## src/design/iir32df_pkg.sv

```systemverilog
// Shared types, constants and microcode table of the direct form I IIR filter.
package iir32df_pkg;

    // Fixed formats of the item fields
    localparam int TAPS_DEFAULT = 32;
    localparam int SAMPLE_BITS  = 24;
    localparam int COEF_BITS    = 32;
    localparam int GAIN_BITS    = 24;
    localparam int IDX_BITS     = 5;
    localparam int CMD_BITS     = 2;
    localparam int ACC_BITS     = 64;
    localparam int MUL_BITS     = COEF_BITS;

    localparam int COEF_FRAC    = COEF_BITS - 8;
    localparam int SAMPLE_FRAC  = SAMPLE_BITS - 1;
    localparam int GAIN_FRAC    = 16;
    localparam int FF_SHIFT     = COEF_FRAC - SAMPLE_FRAC;
    localparam int OUT_SHIFT    = COEF_FRAC + GAIN_FRAC - SAMPLE_FRAC;

    localparam logic [GAIN_BITS-1:0] GAIN_RESET = GAIN_BITS'(65536);

    // Command codes of an input item
    localparam logic [CMD_BITS-1:0] CMD_SAMPLE  = 2'd0;
    localparam logic [CMD_BITS-1:0] CMD_LOAD_FF = 2'd1;
    localparam logic [CMD_BITS-1:0] CMD_LOAD_FB = 2'd2;
    localparam logic [CMD_BITS-1:0] CMD_CLEAR   = 2'd3;

    // Multiplier operation, carried down the read/multiply/accumulate pipe
    typedef enum logic [2:0] {
        MOP_NONE = 3'd0,
        MOP_FF0  = 3'd1,
        MOP_FF   = 3'd2,
        MOP_FB   = 3'd3,
        MOP_GAIN = 3'd4
    } t_mop;

    // Sequencer branch kinds
    typedef enum logic [2:0] {
        J_NEXT     = 3'd0,
        J_GOTO     = 3'd1,
        J_LOOP     = 3'd2,
        J_DISPATCH = 3'd3,
        J_WAIT     = 3'd4
    } t_jmp;

    typedef logic [3:0] t_upc;

    // Microprogram step addresses
    localparam t_upc U_IDLE  = 4'd0;
    localparam t_upc U_X0    = 4'd1;
    localparam t_upc U_FF    = 4'd2;
    localparam t_upc U_FB    = 4'd3;
    localparam t_upc U_D1    = 4'd4;
    localparam t_upc U_D2    = 4'd5;
    localparam t_upc U_SAT   = 4'd6;
    localparam t_upc U_GAIN  = 4'd7;
    localparam t_upc U_GWAIT = 4'd8;
    localparam t_upc U_OUT   = 4'd9;

    // One control word
    typedef struct packed {
        logic  in_ready;
        t_mop  mop;
        logic  x_write;
        logic  tap_adv;
        logic  y_sat;
        logic  out_load;
        t_jmp  jmp;
        t_upc  target;
    } t_uword;

    // Datapath status seen by the sequencer
    typedef struct packed {
        logic last_tap;
        logic out_free;
    } t_stat;

    localparam t_uword UW_NOP = '{
        in_ready: 1'b0, mop: MOP_NONE, x_write: 1'b0, tap_adv: 1'b0,
        y_sat: 1'b0, out_load: 1'b0, jmp: J_NEXT, target: U_IDLE
    };

    // Control store
    function automatic t_uword ucode(input t_upc upc);
        t_uword w;
        w = UW_NOP;
        case (upc)
            U_IDLE: begin
                w.in_ready = 1'b1;
                w.jmp      = J_DISPATCH;
                w.target   = U_X0;
            end
            U_X0: begin
                w.mop     = MOP_FF0;
                w.x_write = 1'b1;
            end
            U_FF: begin
                w.mop = MOP_FF;
            end
            U_FB: begin
                w.mop     = MOP_FB;
                w.tap_adv = 1'b1;
                w.jmp     = J_LOOP;
                w.target  = U_FF;
            end
            U_D1:    w.jmp = J_NEXT;
            U_D2:    w.jmp = J_NEXT;
            U_SAT:   w.y_sat = 1'b1;
            U_GAIN:  w.mop = MOP_GAIN;
            U_GWAIT: w.jmp = J_NEXT;
            U_OUT: begin
                w.out_load = 1'b1;
                w.jmp      = J_WAIT;
                w.target   = U_IDLE;
            end
            default: begin
                w.jmp    = J_GOTO;
                w.target = U_IDLE;
            end
        endcase
        return w;
    endfunction

endpackage

```

## src/design/iir32df_seq.sv

```systemverilog
// Microcode sequencer: step counter, control store lookup and branch logic.
module iir32df_seq (
    input  logic                             i_clk,
    input  logic                             i_rst_n,
    input  logic                             i_in_valid,
    input  logic [iir32df_pkg::CMD_BITS-1:0] i_cmd,
    input  iir32df_pkg::t_stat               i_stat,
    output iir32df_pkg::t_uword              o_ctl
);

    iir32df_pkg::t_upc   r_upc;
    iir32df_pkg::t_upc   n_upc;
    iir32df_pkg::t_uword word;

    assign word  = iir32df_pkg::ucode(r_upc);
    assign o_ctl = word;

    // Pick the next step
    always_comb begin
        case (word.jmp)
            iir32df_pkg::J_NEXT: n_upc = r_upc + 4'd1;
            iir32df_pkg::J_GOTO: n_upc = word.target;
            iir32df_pkg::J_LOOP: n_upc = i_stat.last_tap ? r_upc + 4'd1 : word.target;
            iir32df_pkg::J_DISPATCH: begin
                n_upc = (i_in_valid && i_cmd == iir32df_pkg::CMD_SAMPLE) ? word.target : r_upc;
            end
            iir32df_pkg::J_WAIT: n_upc = i_stat.out_free ? word.target : r_upc;
            default: n_upc = iir32df_pkg::U_IDLE;
        endcase
    end

    // Advance the step counter
    always_ff @(posedge i_clk) begin
        if (!i_rst_n) begin
            r_upc <= iir32df_pkg::U_IDLE;
        end else begin
            r_upc <= n_upc;
        end
    end

endmodule

```

## config.mk

```make
export PLATFORM = sky130hd
export DESIGN_NAME = iir32df_seq
export DESIGN_NICKNAME = d
export VERILOG_FILES = /design/src/design/iir32df_pkg.sv /design/src/design/iir32df_seq.sv
export SDC_FILE = /design/constraint.sdc
export NUM_CORES = 1
export LEC_CHECK = 0
export ABC_AREA = 1
export BUFFER_PORTS_ARGS = -buffer_cell sky130_fd_sc_hd__buf_2
export CAP_MARGIN = 25
export CORE_AREA = 2 2 39 41
export CTS_BUF_LIST = sky130_fd_sc_hd__clkbuf_16
export CTS_CLUSTER_DIAMETER = 80
export DETAILED_ROUTE_END_ITERATION = 16
export DIE_AREA = 0 0 41 43
export PLACE_DENSITY = 0.79
export SETUP_SLACK_MARGIN = 0.5
export SYNTH_ARGS = -nofsm -noshare
export SYNTH_HDL_FRONTEND = slang
export SYNTH_SLANG_ARGS = --single-unit
```

## constraint.sdc

```tcl
create_clock -name i_clk -period 1.4 [get_ports i_clk]
set_clock_uncertainty 0.05 [all_clocks]
set_input_delay 0.28 -clock i_clk [delete_from_list [all_inputs] [get_ports i_clk]]
set_output_delay 0.28 -clock i_clk [all_outputs]
set_load 0.02 [all_outputs]
```

Word level (Yosys, flattened, before mapping)
Cells that the tools add are included.
{ "word_totals": {"inputBits": 7, "ff_bits": 4, "out_inout_bits": 15, "word_cells": 35} }
{ "op_classes": {"n_eq_ne": 15, "n_mux": 12, "n_reduce_logical": 6, "add_sub_neg": 1} }
{ "ops": {"columns": ["op", "n"], "rows": [
  ["$pmux 3 s4", 2],
  ["$pmux 4 s5", 1],
  ["$eq 4x3->1 const B", 4],
  ["$mux 4", 3],
  ["$eq 4x2->1 const B", 2],
  ["$eq 4x4->1 const B", 2],
  ["$reduce_or 7->1", 1],
  ["$eq 3x2->1 const B", 2],
  ["$mux 1", 5],
  ["$add 4x1->4 const B", 1],
  ["$eq 4x1->1 const B", 1],
  ["$logic_not 4->1", 1],
  ["$ne 2x2->1 const B", 2],
  ["$pmux 2 s2", 1],
  ["$eq 3x1->1 const B", 1],
  ["$eq 3x3->1 const B", 1],
  ["$logic_not 3->1", 1],
  ["$logic_not 2->1", 1],
  ["$reduce_and 2->1", 1],
  ["$logic_and 1x1->1", 1]
]} }

Longest topological paths before layout
Gate-level depths: netlist of run 1.
{ "logic_depth": {"word_depth": 6, "mapped_depth": 10, "ltp_nobuf": 10} }

Worst setup path before layout of run 1
Ideal clock, no wire load.
{ "synth_timing": {"path_type": "flip-flop to output port", "from": "reg r_upc[0]", "to": "out o_ctl[4] in the netlist's numbering", "required_ns": 1.070, "arrival_time_ns": 1.238, "slack_ns": -0.168, "path_buffers": 0, "path_stages_with_launch": 6, "path_cell_list": "dfxtp_1 inv_1 ha_1 o21ai_1 nand3_1 nand2_1"} }
{ "synth_lines": {"columns": ["item", "line_no", "text"], "rows": [
  ["from (decl)", "iir32df_seq.sv:11", "iir32df_pkg::t_upc r_upc;"],
  ["from (signal assigned)", "iir32df_seq.sv:35", "r_upc <= iir32df_pkg::U_IDLE;"],
  ["from (signal assigned)", "iir32df_seq.sv:37", "r_upc <= n_upc;"],
  ["to (decl)", "iir32df_seq.sv:8", "output iir32df_pkg::t_uword o_ctl"]
]} }

==> metrics.txt, run 1 <==
status=complete, but fails checks; failing checks=negative setup slack; number of design rule violations left after detail routing=0; clock tree sinks=4; flip-flop count of the largest register, all copies and words added=4; IR drop worst, VDD=between 0.001 and 0.0015 V; power per unit of standard cell area=approximately 870 nW/um^2; die area=approximately 1800 sq um; source-to-sink clock delay at the later pin of the worst-skew pair=0.22 ns; area occupied by registers=92.59 sq um; number of buffers created by CTS=3; summed area of non-filler cells in the final layout=about 1200 sq um; most used flip-flop cell after synthesis=dfxtp_1; wire length after detailed routing=2006 um; number of hold-repair buffers added at the cts stage=0; share of final-layout standard cells stronger than drive strength 1=between 70% and 80%; number of placed cells counting well taps=approximately 130; floorplan core area=1384 sq um; leading area contributor after synthesis=dfxtp_1; most common library cell in the layout ignoring fill and taps=buf_6; combined global-route utilization of all metal layers=a little over a fifth; number of synthesized flops with an enable pin=0; setup repair after global routing missed its margin=yes; wire length of the first global-routing pass=roughly 2600 um; number of optimization iterations in the first detailed-route pass=4; async set or reset register ratio after synthesis=0%; final-report hold violation count=0; fraction of synthesized cell area taken by the top area cell type=between 10% and 20%; CP Capture Type=output port; Post-DP HPWL=around 1100 um; starting density of the core=a little over a third; signal arrival time at the worst endpoint=around 1.4 ns; buffer levels on the longest clock path=2; average cell area after synthesis=6.241 sq um; Layout area overhead=128.5%; synth warn=0; Die Ht=about 43 um; via count of the first global-routing pass=658; Final Total Pwr=between 1 and 1.5 mW; largest reg by FF count=r_upc; number of filler instances in the final layout=85; registers with the most flip-flops=r_upc (4); number of flip-flops and latches in the synthesized netlist=4; Final #Nets=139; combined area of the multi-input logic cells=approximately 520 sq um; worst path setup slack after routing=-0.3728 ns; largest fanout on the critical path=4; root buffer cell=clkbuf_16; routed length per instance=between 10 and 15 um; total placed instance area=~800 sq um; sequential area share after synthesis=15.84%; drt via density=4.937; initial antenna violation count=0; die outline width=a little over 40 um; cell types occupying the most area after synthesis=dfxtp_1 (16%), nand2_1 (12%), inv_1 (10%); startpoint type of the worst setup path=flip-flop; Syn Std Cell Area=505.5 sq um; category of the critical setup timing path=flip-flop to output port; final count of pins violating max slew=0; final setup fails=17; post-route insts no fill=~140; clock transition at the registers of the reported paths=approximately 0.03 ns; clock period minus final worst setup slack=1.773 ns; I/O Buffers=19; commonest cells after routing, fill and taps aside=buf_6 (18), buf_4 (16), nand2_1 (13); number of max-capacitance violations reported=0; setup TNS=-3.702 ns; routed vias=around 700; f_max=564.1 MHz; leakage power=0.5263 nW; post-synthesis cell type count=23; number of rows created at floorplan=14; count of H-tree levels built during CTS=1; I/O pin count=22; class of the worst hold path=primary input to flip-flop; number of standard cells after synthesis=a little over 80; CTS tree=built; final antenna-violating net count=0; Req. time, crit path=1.07 ns; antenna cells=0; GRT overflow=0; period utilisation layout=126.6%; RD Place Congestion=approximately 0.82; initial drt markers=8; maximum number of pins on one net before global-route repair=9
-- cell usage after synthesis, types with 2 or more instances --
| library cell | instances |
|---|---|
| nand2_4 | 2 |
| a31oi_1 | 2 |
| buf_4 | 2 |
| ha_1 | 4 |
| inv_1 | 14 |
| inv_2 | 3 |
| dfxtp_1 | 4 |
| nand3_1 | 7 |
| nor2_1 | 7 |
| nand2_2 | 2 |
| nor2_2 | 2 |
| nand2_1 | 16 |
| a21oi_1 | 5 |
| xor2_1 | 2 |
-- area by class of cell --
class                      count  share of cell area [%]
inverter                      17                   7.259
timing repair buffer          43                   31.85
tap                           16                   1.733
multi-input combinational     59                   44.64
clock buffer                   3                   6.501
sequential                     4                   8.017
-- power breakdown --
part	switching (mW)	internal, mW
clock	0.0721	0.364
combinational	0.233	0.202
sequential	0.0147	0.119
total	0.320	0.685
-- worst max-delay path, cell delays in order (launching register included) --
cell	delay (ns)
dfxtp_4	0.39
inv_4	0.06
ha_4	0.16
nand2_1	0.09
nand2_2	0.06
nor2_2	0.14
nand3_2	0.13
nand2_4	0.08
buf_6	0.11
-- logic make-up (layout without fill, tap and decap cells) --
logic type,Yosys count,after routing,share of synthesized area [%]
other cells,1,2,0.7419
buf+inv,19,63,15.59
simple gates,41,41,43.32
flops,4,4,15.84
compound gates,10,10,11.14
xor+xnor,2,2,3.466
fa+ha+maj,4,4,9.901
-- through the flow --
step / util [%] / setup WS, ns / hold WS [ns]
after floorplan: - / 0.01247 / 0.3870
after CTS: 76.04 / -0.3008 / 0.3006
after global placement: 58.41 / -0.1111 / 0.5137
final: 83.45 / -0.3728 / 0.2970
after global routing: 83.45 / -0.4394 / 0.3185
after detailed placement: 58.41 / -0.1469 / 0.5142
-- worst paths after layout --
path                            endpoint  slack (ns)  cells after the start       from
worst min-delay path            r_upc[3]        0.30                      3  i_stat[0]
worst max register to register  r_upc[1]       -0.32                     12   r_upc[0]
worst min register to register  r_upc[0]        0.61                      3   r_upc[0]
worst max-delay path            o_ctl[4]       -0.37                      8   r_upc[0]
-- what timing repair did --
action	CTS	global route
pin swaps	8	3
buffers inserted	6	4
gates resized for setup	37	19
endpoints found under the setup margin	17	17
-- metal layers --
layer  part of all wire, %  GRT usage [%]
met5                     0              0
met1                    32          20.45
met4                   4.9          17.33
met3                   4.0          3.141
met2                    59          37.50
Power figures use the tool's default switching activity.
==> run 2: changes to the inputs <==
--- a/config.mk
+++ b/config.mk
@@ -14,6 +14,7 @@
 export DETAILED_ROUTE_END_ITERATION = 16
 export DIE_AREA = 0 0 41 43
 export PLACE_DENSITY = 0.79
+export REMOVE_ABC_BUFFERS = 1
 export SETUP_SLACK_MARGIN = 0.5
 export SYNTH_ARGS = -nofsm -noshare
 export SYNTH_HDL_FRONTEND = slang
==> metrics.txt, run 2 (synthesis results as in run 1) <==
status=complete, but fails checks; failing checks=negative setup slack; period utilisation layout=124.0% (-2.7 points); category of the critical setup timing path=flip-flop to output port; setup slack of the worst register-to-register path=-0.22 ns (+0.10 ns); number of hold-repair buffers added at the cts stage=0 (unchanged); root buffer cell=clkbuf_16; count of H-tree levels built during CTS=1 (unchanged); combinational power share=43.5% (+0.2 points); floorplan core area=1384 sq um (unchanged); die area=1763 sq um (unchanged); flip-flop count of the largest register, all copies and words added=4 (unchanged); number of buffers created by CTS=3 (unchanged); worst path setup slack after routing=-0.3357 ns (+0.03711 ns); destination of the worst hold path=r_upc[1]; largest reg by FF count=r_upc; Internal Pwr Total=0.7027 mW (+2.6%); CTS tree=built; combined area of the multi-input logic cells=511.7 sq um (-0.73%); Switching Share=30.74% (-1.1 points); combined global-route utilization of all metal layers=20.44% (-1.2 points); source-to-sink clock delay at the later pin of the worst-skew pair=0.22 ns (about the same); clock period minus final worst setup slack=1.736 ns (-0.03711 ns); final antenna-violating net count=0 (unchanged); starting density of the core=36.53% (unchanged); area occupied by registers=90.09 sq um (-2.7%); P_sw=0.3120 mW (-2.4%); class of the worst hold path=primary input to flip-flop; wire length after detailed routing=1944 um (-3.1%); final count of pins violating max slew=0 (unchanged); launch point of the worst reg-to-reg path=r_upc[1]; post-route insts no fill=143 (+0.70%); via count of the first global-routing pass=648 (-1.5%); initial antenna violation count=0 (unchanged); startpoint type of the worst setup path=flip-flop; antenna cells=0 (unchanged); drt via density=4.825 (-2.3%); Req. time, crit path=1.07 ns (about the same); utilization of the core after routing=83.82% (+0.36 points); RD Place Congestion=0.8638 (+5.9%); share of final-layout standard cells stronger than drive strength 1=70.87% (-2.1 points); power per unit of standard cell area=874.8 nW/um^2 (+0.55%); commonest cells after routing, fill and taps aside=buf_6 (19), buf_4 (18), nand2_1 (13); signal arrival time at the worst endpoint=1.41 ns (-0.03 ns); Post-DP HPWL=1088 um (+2.7%); final setup fails=17 (unchanged); largest fanout on the critical path=4 (unchanged); worst setup timing slack at the placement stage=-0.2570 ns (-0.1102 ns); leakage power=0.5340 nW (+1.5%); registers with the most flip-flops=r_upc (4); initial drt markers=15 (+7); GRT overflow=0 (unchanged); number of design rule violations left after detail routing=0 (unchanged); number of optimization iterations in the first detailed-route pass=4 (unchanged); f_max=576.1 MHz (+2.1%); Die Ht=43 um (unchanged); number of placed cells counting well taps=130 (+0.78%); IR drop worst, VDD=0.001151 V (+11%); Layout area overhead=129.5%; final-report hold violation count=0 (unchanged); clock tree sinks=4 (unchanged); number of filler instances in the final layout=64 (-25%); setup repair after global routing missed its margin=yes; Hold Crit Depth=3 (unchanged); routed length per instance=13.59 um (-3.8%); wire length of the first global-routing pass=2553 um (-1.6%); Final #Nets=140 (+0.72%); die outline width=41 um (unchanged); number of max-capacitance violations reported=0 (unchanged); Hold Startpoint=i_rst_n; I/O pin count=22 (unchanged); CP Capture Type=output port; most common library cell in the layout ignoring fill and taps=buf_6; Clock Power Share=43.0% (-0.4 points); routed vias=690 (-1.6%); r2r endpoint=r_upc[3]; power share of the sequential group=13.5% (+0.2 points); I/O Buffers=19 (unchanged); maximum number of pins on one net before global-route repair=7 (-2); clock transition at the registers of the reported paths=0.03 ns (about the same); number of rows created at floorplan=14 (unchanged); buffer levels on the longest clock path=2 (unchanged); FF-to-FF path depth=10 (-2)
-- run 2: critical path, stage by stage (launching register included) --
cell,delay (ns)
dfxtp_4,0.36
buf_6,0.13
ha_4,0.16
nand2_2,0.06
nand2_2,0.06
nor2_4,0.12
nand3_2,0.10
nand2_2,0.08
buf_6,0.11
-- run 2: layout make-up --
cell class,count,area share (%)
inverters,17,6.796
multi-input cells,59,44.12
repair buffers,44,33.12
well taps,16,1.726
clock buffers,3,6.473
flip-flops and latches,4,7.767
-- run 2: power groups by stage --
stage,sequential [mW],combinational [mW],clock (mW)
2_1_floorplan,0.128,0.168,0
3_3_place_gp,0.128,0.275,0
3_5_place_dp,0.128,0.280,0
4_1_cts,0.135,0.367,0.435
5_1_grt,0.137,0.473,0.456
6_report,0.137,0.442,0.436
-- run 2: worst max-delay path by stage --
stage | start | endpoint | slack (ns)
finish | r_upc[1] | o_ctl[4] | -0.34
global route | r_upc[1] | o_ctl[4] | -0.39
CTS | r_upc[1] | o_ctl[4] | -0.29
detailed placement | r_upc[1] | o_ctl[4] | -0.26
global placement | r_upc[0] | o_ctl[4] | -0.18
floorplan | r_upc[0] | o_ctl[4] | -0.17
-- run 2: what timing repair did --
action,4_1_cts,5_1_grt
buffers inserted,3,7
endpoints found under the setup margin,17,17
resized for setup,57,28
pin swaps,11,9
-- run 2: metal layers --
metal	GRT usage, %	vias to the layer above	part of all wire, %
met5	0	-	0
met4	3.333	0	0.72
met3	3.665	2	2.9
met2	39.69	23	63
met1	20.77	325	33
li1	-	340	-
-- run 2: stage by stage --
stage | area (sq um) | setup TNS, ns | hold WS (ns) | power [mW]
2_1_floorplan | 494.2 | -0.2570 | 0.3944 | 0.2959
3_3_place_gp | 721.9 | -0.8682 | 0.4384 | 0.4028
3_5_place_dp | 721.9 | -1.326 | 0.4690 | 0.4083
4_1_cts | 998.5 | -2.291 | 0.2826 | 0.9365
5_1_grt | 1160 | -4.043 | 0.3239 | 1.066
6_report | 1160 | -3.182 | 0.2993 | 1.015
